===== src/design/oul_pkg.sv =====
// Package for the ordered unique ID list: sizes, command and status codes,
// controller states and the structs passed between the cells, scanner and top.
// No dependencies.
package oul_pkg;

	localparam int MAX_ENTRIES = 32;
	localparam int IDX_W       = $clog2(MAX_ENTRIES);
	localparam int CNT_W       = $clog2(MAX_ENTRIES + 1);
	localparam int ID_W        = 32;
	localparam int OCNT_W      = 6;
	localparam int IN_W        = 40;
	localparam int OUT_W       = 48;

	typedef enum logic [1:0] {
		CMD_ADD    = 2'd0,
		CMD_REMOVE = 2'd1,
		CMD_NEXT   = 2'd2,
		CMD_PREV   = 2'd3
	} cmd_t;

	typedef enum logic [2:0] {
		ST_DONE    = 3'd0,
		ST_PRESENT = 3'd1,
		ST_ABSENT  = 3'd2,
		ST_FULL    = 3'd3,
		ST_EMPTY   = 3'd4
	} status_t;

	typedef enum logic [1:0] {
		S_IDLE   = 2'd0,
		S_SCAN   = 2'd1,
		S_COMMIT = 2'd2
	} state_t;

	typedef struct packed {
		logic rot;
		logic take_next;
		logic load;
	} cell_ctl_t;

	typedef struct packed {
		logic             found;
		logic [IDX_W-1:0] pos;
		logic [ID_W-1:0]  prior;
		logic             has_after;
		logic [ID_W-1:0]  after;
		logic [ID_W-1:0]  first;
		logic [ID_W-1:0]  last;
	} scan_res_t;

endpackage


===== src/design/oul_cell.sv =====
// One storage cell of the ID ring: holds one entry and takes its neighbor's
// value on rotate or gap close, or the new ID on append. Uses oul_pkg.
module oul_cell (
	input  logic                     clk,
	input  oul_pkg::cell_ctl_t       ctl,
	input  logic [oul_pkg::ID_W-1:0] nbr,
	input  logic [oul_pkg::ID_W-1:0] load_val,
	output logic [oul_pkg::ID_W-1:0] entry
);
	import oul_pkg::*;

	logic [ID_W-1:0] entry_q;

	always_ff @(posedge clk) begin
		if (ctl.rot || ctl.take_next) begin
			entry_q <= nbr;
		end else if (ctl.load) begin
			entry_q <= load_val;
		end
	end

	assign entry = entry_q;

endmodule


===== src/design/oul_scan.sv =====
// Head scanner: watches the entry at the head of the rotating ring once per
// step and records match position, neighbors, first and last entries. Uses oul_pkg.
module oul_scan (
	input  logic                      clk,
	input  logic                      arst_n,
	input  logic                      clear,
	input  logic                      step,
	input  logic [oul_pkg::IDX_W-1:0] t,
	input  logic [oul_pkg::CNT_W-1:0] cnt,
	input  logic [oul_pkg::ID_W-1:0]  head,
	input  logic [oul_pkg::ID_W-1:0]  id,
	output oul_pkg::scan_res_t        res
);
	import oul_pkg::*;

	logic             found_q;
	logic             need_next_q;
	logic             has_after_q;
	logic [IDX_W-1:0] pos_q;
	logic [ID_W-1:0]  prev_q;
	logic [ID_W-1:0]  prior_q;
	logic [ID_W-1:0]  after_q;
	logic [ID_W-1:0]  first_q;
	logic [ID_W-1:0]  last_q;
	logic             valid_w;
	logic             is_last_w;

	assign valid_w   = CNT_W'(t) < cnt;
	assign is_last_w = (CNT_W'(t) + CNT_W'(1)) == cnt;

	always_ff @(posedge clk or negedge arst_n) begin
		if (!arst_n) begin
			found_q     <= 1'b0;
			need_next_q <= 1'b0;
			has_after_q <= 1'b0;
		end else if (clear) begin
			found_q     <= 1'b0;
			need_next_q <= 1'b0;
			has_after_q <= 1'b0;
		end else if (step && valid_w) begin
			if (!found_q && head == id) begin
				found_q     <= 1'b1;
				need_next_q <= 1'b1;
			end else if (need_next_q) begin
				has_after_q <= 1'b1;
				need_next_q <= 1'b0;
			end
		end
	end

	always_ff @(posedge clk) begin
		if (step) begin
			prev_q <= head;
			if (t == '0) begin
				first_q <= head;
			end
			if (valid_w && is_last_w) begin
				last_q <= head;
			end
			if (valid_w && !found_q && head == id) begin
				pos_q   <= t;
				prior_q <= prev_q;
			end else if (valid_w && need_next_q) begin
				after_q <= head;
			end
		end
	end

	always_comb begin
		res.found     = found_q;
		res.pos       = pos_q;
		res.prior     = prior_q;
		res.has_after = has_after_q;
		res.after     = after_q;
		res.first     = first_q;
		res.last      = last_q;
	end

`ifndef SYNTH
	a_after_needs_match: assert property (@(posedge clk) disable iff (!arst_n)
		has_after_q |-> found_q)
		else $error("neighbor captured without a match");
	a_pend_clears: assert property (@(posedge clk) disable iff (!arst_n)
		clear |=> !found_q && !has_after_q && !need_next_q)
		else $error("scanner not cleared at start");
	a_one_pending: assert property (@(posedge clk) disable iff (!arst_n)
		need_next_q |-> !has_after_q)
		else $error("next pending after capture");
`endif

endmodule


===== src/design/ordered_unique_id_list.sv =====
// Ordered list of distinct 32-bit IDs kept in insertion order.
// Input stream (s_*): one transfer carries a command and an ID; output
// stream (m_*): one transfer per command with neighbor ID, status and count.
// Each command rotates the ring of MAX_ENTRIES cells once past the head
// scanner, then commits: append at the tail, gap close on remove, or
// neighbor select for next/prev.
// A new command is accepted only once the previous one has committed.
// s_tready is high while idle, also while a finished result waits on m_*.
// If the receiver stalls, the next command runs its scan and then holds in
// commit, with no list change, until the output register is free.
// Reset empties the list (count zero) and drops any pending result; cell
// contents are not cleared and are read only after being written.
// Commands: add, remove, next neighbor, previous neighbor. Statuses: done,
// already present, not present, full, empty.
module ordered_unique_id_list (
	input  logic                      clk,
	input  logic                      arst_n,
	input  logic                      s_tvalid,
	output logic                      s_tready,
	input  logic [oul_pkg::IN_W-1:0]  s_tdata,  // cmd[1:0], window_id[33:2], zero pad
	output logic                      m_tvalid,
	input  logic                      m_tready,
	output logic [oul_pkg::OUT_W-1:0] m_tdata   // neighbor_id[31:0], status[34:32],
	                                            // entry_count[40:35], zero pad
);
	import oul_pkg::*;

	state_t           state_q;
	state_t           state_d;
	logic [IDX_W-1:0] t_q;
	logic [CNT_W-1:0] cnt_q;
	logic [CNT_W-1:0] cnt_d;
	logic             m_tvalid_q;
	cmd_t             cmd_q;
	logic [ID_W-1:0]  id_q;
	logic [ID_W-1:0]  nbr_q;
	status_t          status_q;
	logic [OCNT_W-1:0] ocnt_q;

	logic             start;
	logic             out_free;
	logic             commit;
	logic             do_add;
	logic             do_rm;
	status_t          res_status;
	logic [ID_W-1:0]  res_nbr;
	scan_res_t        scan;

	cell_ctl_t        ctl   [MAX_ENTRIES];
	logic [ID_W-1:0]  entry [MAX_ENTRIES];

	assign s_tready = (state_q == S_IDLE);
	assign start    = s_tvalid && s_tready;
	assign out_free = !m_tvalid_q || m_tready;
	assign commit   = (state_q == S_COMMIT) && out_free;

	always_comb begin
		res_status = ST_DONE;
		res_nbr    = '0;
		do_add     = 1'b0;
		do_rm      = 1'b0;
		cnt_d      = cnt_q;
		case (cmd_q)
			CMD_ADD: begin
				if (scan.found) begin
					res_status = ST_PRESENT;
				end else if (cnt_q == CNT_W'(MAX_ENTRIES)) begin
					res_status = ST_FULL;
				end else begin
					do_add = commit;
					cnt_d  = cnt_q + CNT_W'(1);
				end
			end
			CMD_REMOVE: begin
				if (scan.found) begin
					do_rm = commit;
					cnt_d = cnt_q - CNT_W'(1);
				end else begin
					res_status = ST_ABSENT;
				end
			end
			CMD_NEXT: begin
				if (cnt_q == '0) begin
					res_status = ST_EMPTY;
				end else begin
					res_status = scan.found ? ST_DONE : ST_ABSENT;
					res_nbr    = scan.has_after ? scan.after : scan.first;
				end
			end
			CMD_PREV: begin
				if (cnt_q == '0) begin
					res_status = ST_EMPTY;
				end else begin
					res_status = scan.found ? ST_DONE : ST_ABSENT;
					res_nbr    = (scan.found && scan.pos != '0) ? scan.prior : scan.last;
				end
			end
			default: begin
				res_status = ST_DONE;
			end
		endcase
	end

	always_comb begin
		state_d = state_q;
		case (state_q)
			S_IDLE: begin
				if (start) begin
					state_d = S_SCAN;
				end
			end
			S_SCAN: begin
				if (t_q == IDX_W'(MAX_ENTRIES - 1)) begin
					state_d = S_COMMIT;
				end
			end
			S_COMMIT: begin
				if (out_free) begin
					state_d = S_IDLE;
				end
			end
			default: begin
				state_d = S_IDLE;
			end
		endcase
	end

	always_ff @(posedge clk or negedge arst_n) begin
		if (!arst_n) begin
			state_q    <= S_IDLE;
			t_q        <= '0;
			cnt_q      <= '0;
			m_tvalid_q <= 1'b0;
		end else begin
			state_q <= state_d;
			if (start) begin
				t_q <= '0;
			end else if (state_q == S_SCAN) begin
				t_q <= t_q + IDX_W'(1);
			end
			if (commit) begin
				cnt_q      <= cnt_d;
				m_tvalid_q <= 1'b1;
			end else if (m_tready) begin
				m_tvalid_q <= 1'b0;
			end
		end
	end

	always_ff @(posedge clk) begin
		if (start) begin
			cmd_q <= cmd_t'(s_tdata[1:0]);
			id_q  <= s_tdata[33:2];
		end
		if (commit) begin
			nbr_q    <= res_nbr;
			status_q <= res_status;
			ocnt_q   <= OCNT_W'(cnt_d);
		end
	end

	oul_scan u_scan (
		.clk    (clk),
		.arst_n (arst_n),
		.clear  (start),
		.step   (state_q == S_SCAN),
		.t      (t_q),
		.cnt    (cnt_q),
		.head   (entry[0]),
		.id     (id_q),
		.res    (scan)
	);

	for (genvar i = 0; i < MAX_ENTRIES; i++) begin : g_cell
		localparam int NXT = (i + 1) % MAX_ENTRIES;

		always_comb begin
			ctl[i].rot       = (state_q == S_SCAN);
			ctl[i].take_next = do_rm && (IDX_W'(i) >= scan.pos) && (i < MAX_ENTRIES - 1);
			ctl[i].load      = do_add && (CNT_W'(i) == cnt_q);
		end

		oul_cell u_cell (
			.clk      (clk),
			.ctl      (ctl[i]),
			.nbr      (entry[NXT]),
			.load_val (id_q),
			.entry    (entry[i])
		);
	end

	assign m_tvalid = m_tvalid_q;
	assign m_tdata  = {7'b0, ocnt_q, status_q, nbr_q};

`ifndef SYNTH
	a_cnt_range: assert property (@(posedge clk) disable iff (!arst_n)
		cnt_q <= CNT_W'(MAX_ENTRIES))
		else $error("entry count above capacity");
	a_cnt_only_commit: assert property (@(posedge clk) disable iff (!arst_n)
		cnt_q != $past(cnt_q) |-> $past(state_q) == S_COMMIT)
		else $error("entry count changed outside commit");
	a_scan_len: assert property (@(posedge clk) disable iff (!arst_n)
		state_q == S_SCAN && t_q == IDX_W'(MAX_ENTRIES - 1) |=> state_q == S_COMMIT)
		else $error("scan did not end after a full rotation");
	a_match_valid: assert property (@(posedge clk) disable iff (!arst_n)
		state_q == S_COMMIT && scan.found |-> CNT_W'(scan.pos) < cnt_q)
		else $error("match position beyond list");
	a_full_status: assert property (@(posedge clk) disable iff (!arst_n)
		commit && res_status == ST_FULL |-> cnt_q == CNT_W'(MAX_ENTRIES))
		else $error("full reported on a list with room");
`endif

endmodule

===== config.mk =====
export PLATFORM = sky130hd
export DESIGN_NAME = ordered_unique_id_list
export DESIGN_NICKNAME = d
export VERILOG_FILES = /design/src/design/oul_pkg.sv /design/src/design/oul_cell.sv /design/src/design/oul_scan.sv /design/src/design/ordered_unique_id_list.sv
export SDC_FILE = /design/constraint.sdc
export NUM_CORES = 2
export LEC_CHECK = 0
export BUFFER_PORTS_ARGS = -buffer_cell sky130_fd_sc_hd__buf_2
export CORE_ASPECT_RATIO = 0.5
export CORE_UTILIZATION = 40
export DETAILED_ROUTE_END_ITERATION = 10
export SKIP_LAST_GASP = 1
export SLEW_MARGIN = 20
export SYNTH_ARGS = -nofsm -noshare
export SYNTH_HDL_FRONTEND = slang
export SYNTH_HIERARCHICAL = 1
export SYNTH_SLANG_ARGS = --single-unit

===== constraint.sdc =====
create_clock -name clk -period 9 [get_ports clk]
set_clock_uncertainty 0.15 [all_clocks]
set_input_delay 1.8 -clock clk [delete_from_list [all_inputs] [get_ports clk]]
set_output_delay 1.8 -clock clk [all_outputs]
set_load 0.05 [all_outputs]

==> flow_summary.ini <==
[outcome]
status = finished, final reports clean

[clock_tree]
clk_pin_slew_worst_paths_ns = 0.07
h-tree-depth = 3
cts_buffers = 119
clkLatencyLatePin_ns = 0.76
root_buffer = clkbuf_16
post_cts_buffers = 0
cts_hold_buf = 0
cts-resized-gates = 0
cts_buffer_depth = 3
cts.sinks = 1281
cts_tree = yes

[logic_synthesis]
synth_top_area_cell = edfxtp_1
netlist_area_um2 = 55130
postSynthAreaPerCell_um2 = 18.98
async_flop_share_pct = 1.327
synth_flop_cell = edfxtp_1
synth.yosys.warnings = 6
ys_ff_latch = 1281
syn_inst = 2905
synth.top_cell.area_share_pct = 68.85
ys_types = 67
ys_seq_area_share_pct = 69.62
synth_edf_count = 1264
synthTopCellsByArea = edfxtp_1, mux2_2, clkbuf_8, mux2_4, mux2i_1

[floorplanning]
ios = 94
core_um2 = 135500
die_x_um = 527.0
start_util_pct = 40.68
dieArea_um2 = 139400
rows = 95
fp.dieH_um = 264.5

[drt]
routedWlPerCell_um = 25.59
routed_wl_um = 126000
drt-met1-wl_um = 59430
vias_per_cell = 5.454
drtPass1Iterations = 7
num_vias = 26860
wl_met2_um = 55460
drtIter0Drc = 2627
top_layer = met4
drc = 0
drtAntennaViolNets = 0
wl_met3_um = 8995

[power_and_ir_drop]
power_switching_mw = 6.193
ir_drop_mv = 0.2065
p_leak_nw = 20.99
p_clk_share_pct = 22.3
total_power_mw = 22.53
p_comb_share_pct = 25.6
p_per_area_nw_per_um2 = 371.0
pwr-share-seq_pct = 52.1
internal_power_mw = 16.33
sw_frac_of_total_pct = 27.49

[timing]
setup_viol = 0
max_freq_mhz = 215.3
tightest_slew_ns = 1.118
finalSetupTns_ns = 0
slew_headroom_pct = 25.32
fin_ws_ns = 4.355
slew_viol_final = 0
rsz0062_at_grt = false
fin_hold_ws_ns = 0.2416
period_needed_ns = 4.645
hold_viol = 0
fin_crit_sh_pct = 51.61

[placed_design]
preCtsSetupSlack_ns = 3.605
place_inst = 4696
portBuffers = 80
dp_hpwl_um = 72200
gp_congestion = 0.8532

[layout]
final_common_cell = edfxtp_1
drive_gt1_share_pct = 45.11
seqCellArea_um2 = 38380
final_nets = 3086
final_cells = 4926
multi_input_area_um2 = 15220
area_growth_pct = 10.15
final_cell_mix = edfxtp_1, mux2_2, clkbuf_16
fill_cells = 11600

[critical_path]
r2r_cells = 7
cp.required_ns = 9.34
crit_type = in2reg
critical_path_arrival_ns = 4.99
crit_fanout = 17
end_kind = flop
crit_path_start_kind = input pin

[global_route]
grt_overflow_total = 0
grt_pass1_vias = 27530
grt_util_all_layers_pct = 17.97
grt_pass1_wl_um = 186600
antenna_found_initial = 5
grt_max_degree = 64

[hold_path]
hold_depth = 0
hp-class = reg2reg

[run]
max-cap-violations = 0
-- through the flow --
stage,util [%],area (um2)
final,44.81,60720
after global routing,44.81,60720
after CTS,44.72,60600
after detailed placement,41.88,56750
after global placement,41.79,56630
after floorplan,-,55160
-- state kept, by name, indices dropped and copies added, names as in the netlist, 2 cells and up --
name	flops
state_q	2
ocnt_q	6
cmd_q	2
u_scan/after_q	32
id_q	32
nbr_q	32
u_scan/pos_q	5
t_q	5
u_scan/last_q	32
u_scan/prior_q	32
u_scan/prev_q	32
cnt_q	6
u_scan/first_q	32
g_cell.u_cell/entry	1024
status_q	3
-- synthesized netlist by cell type, drive strengths merged (2+ instances only) --
cell       n
edfxtp  1264
mux2    1025
clkbuf   121
nor2      69
mux2i     65
or3       36
o22ai     32
nand2     23
xor2      22
xnor2     21
buf       17
dfrtp     17
inv       17
a21oi     16
ha        14
and2      13
nor3      12
o21ai     12
a31oi     10
nand3     10
nor4       8
a211oi     7
nand2b     7
a21o       6
nand4      6
nor2b      5
or2        5
and3       4
nor3b      4
o31ai      4
a311oi     3
a41oi      3
and4       3
and4b      3
a211o      2
nand4b     2
o41ai      2
or4        2
-- kinds of logic (layout without fill, tap and decap cells) --
family | after synthesis | in the layout | synth area share (%)
flip-flops | 1281 | 1281 | 69.62
multiplexers | 1090 | 1090 | 22.55
AND/OR/NAND/NOR | 216 | 216 | 2.603
buffers and inverters | 155 | 372 | 2.898
AO/OA/AOI/OAI | 105 | 105 | 1.312
XOR/XNOR | 43 | 43 | 0.6832
adder cells (fa/ha/maj) | 14 | 14 | 0.3178
other | 1 | 11 | 0.006803
-- path summary, 6_finish.rpt --
| check | startpoint | endpoint | slack [ns] |
|---|---|---|---|
| worst max-delay path | m_tready | g_cell[16].u_cell/entry[1] | 4.36 |
| worst min-delay path | u_scan/prev_q[25] | u_scan/prior_q[25] | 0.24 |
| worst max register to register | cnt_q[1] | u_scan/prior_q[27] | 4.58 |
| worst min register to register | u_scan/prev_q[25] | u_scan/prior_q[25] | 0.24 |
| max in group asynchronous | arst_n | u_scan/has_after_q | 7.47 |
| min in group asynchronous | arst_n | u_scan/has_after_q | 0.86 |
-- final cells by class --
cell class,instances,share of cell area [%]
Sequential cell,1281,63.21
Multi-Input combinational cell,1477,25.06
Clock buffer,150,5.096
Tap cell,1794,3.696
Timing Repair Buffer,132,1.562
Clock inverter,73,1.251
Inverter,17,0.1154
Antenna cell,2,0.008242
-- power groups by stage --
stage / Clock [mW] / Combinational, mW / Sequential, mW
finish: 5.02 / 5.77 / 11.7
CTS: 5.12 / 5.75 / 11.8
detailed placement: 0 / 5.67 / 11.8
global route: 5.33 / 6.20 / 12.0
floorplan: 0 / 4.66 / 11.2
global placement: 0 / 5.59 / 11.8
-- per-layer routing --
metal / vias up / track usage, %
li1: 11680 / -
met1: 14180 / 26.99
met2: 854 / 26.69
met3: 153 / 3.647
met4: 0 / 4.050
met5: - / 0
-- critical path, stage by stage --
cell and delay [ns]:
buf_2 0.10, nor2b_1 0.22, or4_1 0.58, or2_1 0.65
o31ai_1 0.30, nor2_4 0.69, buf_16 0.24, mux2_2 0.35
Power figures use the tool's default switching activity.
